==> src/design/tsps_pkg.sv <==
// Shared types and constants for the spot pixel shader.
// Depends on nothing; used by tsps_isqrt and target_spot_pixel_shader.
package tsps_pkg;

  typedef enum logic [1:0] {
    REGION_INSIDE  = 2'd0,
    REGION_BAND    = 2'd1,
    REGION_OUTSIDE = 2'd2
  } region_t;

  typedef enum logic [2:0] {
    REG_SPOT_COLOR    = 3'd0,
    REG_TAN_ANGLE     = 3'd1,
    REG_Z_HEIGHT      = 3'd2,
    REG_NORM_X        = 3'd3,
    REG_NORM_Y        = 3'd4,
    REG_DECAY_RATE    = 3'd5,
    REG_INV_REFERENCE = 3'd6,
    REG_UNUSED        = 3'd7
  } reg_index_t;

  localparam logic [62:0] SAT_CAP    = 63'h4000_0000_0000_0000;
  localparam logic [16:0] ONE16      = 17'h10000;
  localparam int          SQRT_STEPS = 32;
  // input stages, square root steps, weight, first blend, output
  localparam int          PIPE_DEPTH = 5 + SQRT_STEPS + 3;

endpackage

==> src/design/tsps_isqrt.sv <==
// Pipelined 64-bit integer square root, one result bit per stage.
// Depends on tsps_pkg; carries a sideband word alongside each beat.
module tsps_isqrt
  import tsps_pkg::*;
#(
  parameter int SIDE_W = 19
) (
  input  logic              clk,
  input  logic              rst,
  input  logic              in_valid,
  input  logic [63:0]       in_rad,
  input  logic [SIDE_W-1:0] in_side,
  output logic              out_valid,
  output logic [31:0]       out_root,
  output logic [SIDE_W-1:0] out_side
);

  logic [63:0]       rem_q  [SQRT_STEPS];
  logic [63:0]       res_q  [SQRT_STEPS];
  logic [SIDE_W-1:0] side_q [SQRT_STEPS];
  logic              vld_q  [SQRT_STEPS];

  for (genvar k = 0; k < SQRT_STEPS; k++) begin : g_step
    localparam logic [63:0] BIT = 64'd1 << (62 - 2 * k);
    logic [63:0]       rem_i;
    logic [63:0]       res_i;
    logic [SIDE_W-1:0] side_i;
    logic              vld_i;
    logic [63:0]       trial;

    if (k == 0) begin : g_first
      assign rem_i  = in_rad;
      assign res_i  = '0;
      assign side_i = in_side;
      assign vld_i  = in_valid;
    end else begin : g_next
      assign rem_i  = rem_q[k-1];
      assign res_i  = res_q[k-1];
      assign side_i = side_q[k-1];
      assign vld_i  = vld_q[k-1];
    end

    assign trial = res_i + BIT;

    always_ff @(posedge clk) begin
      if (rst) begin
        vld_q[k] <= 1'b0;
      end else begin
        vld_q[k] <= vld_i;
      end
    end

    always_ff @(posedge clk) begin
      side_q[k] <= side_i;
      if (rem_i >= trial) begin
        rem_q[k] <= rem_i - trial;
        res_q[k] <= (res_i >> 1) + BIT;
      end else begin
        rem_q[k] <= rem_i;
        res_q[k] <= res_i >> 1;
      end
    end
  end

  assign out_valid = vld_q[SQRT_STEPS-1];
  assign out_root  = res_q[SQRT_STEPS-1][31:0];
  assign out_side  = side_q[SQRT_STEPS-1];

endmodule

==> config.mk <==
export PLATFORM = sky130hd
export DESIGN_NAME = tsps_isqrt
export DESIGN_NICKNAME = d
export VERILOG_FILES = /design/src/design/tsps_pkg.sv /design/src/design/tsps_isqrt.sv
export SDC_FILE = /design/constraint.sdc
export NUM_CORES = 2
export LEC_CHECK = 0
export CAP_MARGIN = 20
export CORE_UTILIZATION = 30
export DETAILED_ROUTE_END_ITERATION = 7
export DONT_BUFFER_PORTS = 1
export GPL_TIMING_DRIVEN = 0
export MAX_ROUTING_LAYER = met4
export PLACE_DENSITY_LB_ADDON = 0.2
export SLEW_MARGIN = 25
export SYNTH_ARGS = -nofsm -noshare
export SYNTH_HDL_FRONTEND = slang
export SYNTH_MEMORY_MAX_BITS = 65536
export SYNTH_SLANG_ARGS = --single-unit
==> constraint.sdc <==
create_clock -name clk -period 3.9 [get_ports clk]
set_input_delay 0.78 -clock clk [delete_from_list [all_inputs] [get_ports clk]]
set_output_delay 0.78 -clock clk [all_outputs]
set_load 0.1 [all_outputs]
==> flow_summary.ini <==
[logic_synthesis]
ys_top_cells_by_area = dfxtp_1, ha_1, xnor2_1
synth_nets = 10900
ys_types = 108
synthesis.instances = 10300
yosysWarnings = 0
seq_area_frac_synth = 0.580
postSynthAreaPerCell_um2 = 10.6
ys_ff_latch = 3152
synth_most_common_cell = dfxtp_1
synth_flop_cell = dfxtp_1
synth.cell_area_um2 = 109000
synth_commonest_cells = dfxtp_1, inv_1, nor2_1, a21oi_1, nand2_1
async_reset_ff_frac = 0
synth_edf_count = 0
netlist.top_cell.by_area = dfxtp_1
yosys.area.top_type_share = 0.580

[clock_network]
htree_levels = 5
clock_latency_ns = 0.95
cts_sinks = 3152
clk_pin_slew_ns = 0.06
cts_root_buf = clkbuf_16
clk_path_buf_depth = 4
numCtsBuffers = 338
cts_tree = done

[route]
antenna_left = 0
wl_um = 285000
dr.pass1.iters = 7
drc_errors = 0
vias_per_cell = 4.61
vias = 72900
wl_per_cell_um = 18.0
drt_iter0_drc = 2953

[setup_path]
cp-end-kind = register
required_ns = 4.70
arrival_ns = 4.67
crit_path_start_kind = register
critPathKind = reg -> reg
crit_fanout = 10

[sta]
period_share = 0.993
slew_violations = 0
slew_headroom = 0.249
setup_viol = 0
hold_viol = 0
fin_skew_ns = 0.106
fmax_mhz = 258
fin_hold_ws_ns = 0.126
setup_slack_ns = 0.0262
tightest_slew_ns = 1.12
min_period_ns = 3.87

[flow_run]
maxCapViolCount = 0

[cells_and_area]
ff_latch_area_um2 = 63100
multi_input_area_um2 = 42900
final_core_utilization = 0.357
final_nets = 11400
drive_above_1_share = 0.0830
area_growth_pct = 18.1
nFillCells = 35300

[global_routing]
track_usage = 0.157
grt_remaining_overflow = 0
grt_max_degree = 18
grt_pass1_vias = 76100
antenna_found_initial = 7
grt_first_pass_wirelength_um = 439000

[pwr]
peakVddDrop_uv = 378
p_per_area_nw_per_um2 = 758
p_leak_uw = 0.0564

[floorplanning]
coreArea_um2 = 360000
initial_core_util = 0.302
dieArea_um2 = 365000
core.rowCount = 220
pin_count = 138
die_w_um = 604
die_h_um = 604

[status]
outcome = finished, final reports clean

[placed_design]
dp_hpwl_um = 223000
port_buffers = 0
dpl_worst_slack_ns = -1.40
gp_congestion = 0.910

[worst_hold_path]
timing.hold.worst.class = in -> reg
-- cell families after synthesis --
kind of cell | count (synthesis) | synth area share
xor+xnor | 882 | 0.0710
mux | 93 | 0.00960
flops | 3152 | 0.580
fa+ha+maj | 558 | 0.0642
simple gates | 2882 | 0.139
compound gates | 1845 | 0.105
buf+inv | 890 | 0.0313
-- final timing paths --
| check | cells after the start | to | slack [ns] | from |
|---|---|---|---|---|
| worst max-delay path | 12 | rem_q[1][189] | 0.03 | res_q[1][106] |
| worst max register to register | 12 | rem_q[1][189] | 0.03 | res_q[1][106] |
| worst min-delay path | 3 | rem_q[0][63] | 0.13 | in_rad[63] |
| worst min register to register | 0 | side_q[0][29] | 0.28 | side_q[0][10] |
-- power breakdown --
group	internal, uW	total (uW)	switching, uW
sequential	38400	43600	5260
combinational	8820	20200	11400
clock	20200	33500	13200
total	67400	97300	29900
-- through the flow --
stage | std cells | cell area (um^2) | setup TNS (ns) | total power, uW
3_3_place_gp | 15100 | 115000 | -280.79 | 64200
5_1_grt | 15800 | 128000 | -0.00248 | 103000
3_5_place_dp | 15100 | 115000 | -154.46 | 64200
2_1_floorplan | 10300 | 109000 | 0 | 57500
4_1_cts | 15800 | 128000 | -0.000547 | 98600
6_report | 15800 | 128000 | 0 | 97300
-- what timing repair did --
| item | CTS | global route |
|---|---|---|
| gates resized for setup | 94 | 57 |
| setup buffers | 8 | 4 |
| hold endpoints to repair | 86 | 0 |
| setup endpoints to repair | 462 | 285 |
| pin swaps | 14 | 9 |
| hold buffers | 85 | 0 |
-- metal layers --
layer | GRT usage | vias to the layer above | wire (um)
li1 | - | 36700 | -
met1 | 0.163 | 34200 | 113000
met2 | 0.285 | 1315 | 145000
met3 | 0.0222 | 697 | 9100
met4 | 0.0864 | 0 | 17600
met5 | - | - | 0
-- placed cells by master (no fill, tap or decap), types with 49 or more instances in the layout --
cell type,netlist,final
or3_1,103,101
nor4_1,345,324
o21a_1,93,93
clkbuf_1,150,166
dlygate4sd3_1,0,85
clkinv_2,0,49
o21ai_0,447,442
ha_1,558,558
a21o_1,220,220
mux2_2,66,66
xor2_1,417,417
xnor2_1,465,464
dfxtp_1,3152,3143
a21oi_1,606,604
nor3_1,259,248
nand4_1,166,166
a211oi_1,66,56
nor2b_1,99,99
clkbuf_8,1,81
inv_1,698,697
diode_2,0,55
or4_1,76,75
clkbuf_16,0,342
nand3_1,160,156
nand2b_1,103,103
nand2_1,602,601
nor2_1,628,623
-- final cells by class --
cell class,instances,area share
multi-input combinational,6260,0.334
sequential,3152,0.491
inverter,701,0.0205
clock inverter,140,0.0163
clock buffer,477,0.0767
timing repair buffer,102,0.00768
antenna,55,0.00107
tap,4773,0.0465
buffer,168,0.00585
-- worst max-delay path: stages, from the launching register on --
cell and delay [ns]:
dfxtp_1 0.35, inv_1 0.05, ha_1 0.40, nand3_1 0.27
nor2_4 0.32, nand4_1 0.54, o211ai_1 0.43, nor3_1 0.12
clkbuf_2 0.25, a2111o_1 0.46, nor2_4 0.22, nand3_1 0.12
xnor2_1 0.23
-- flip-flops by register name, summed over array words and instances, names as in the netlist --
signal / count
rem_q: 1984
side_q: 608
res_q: 528
vld_q: 32
(Power assumes the default switching activity.)
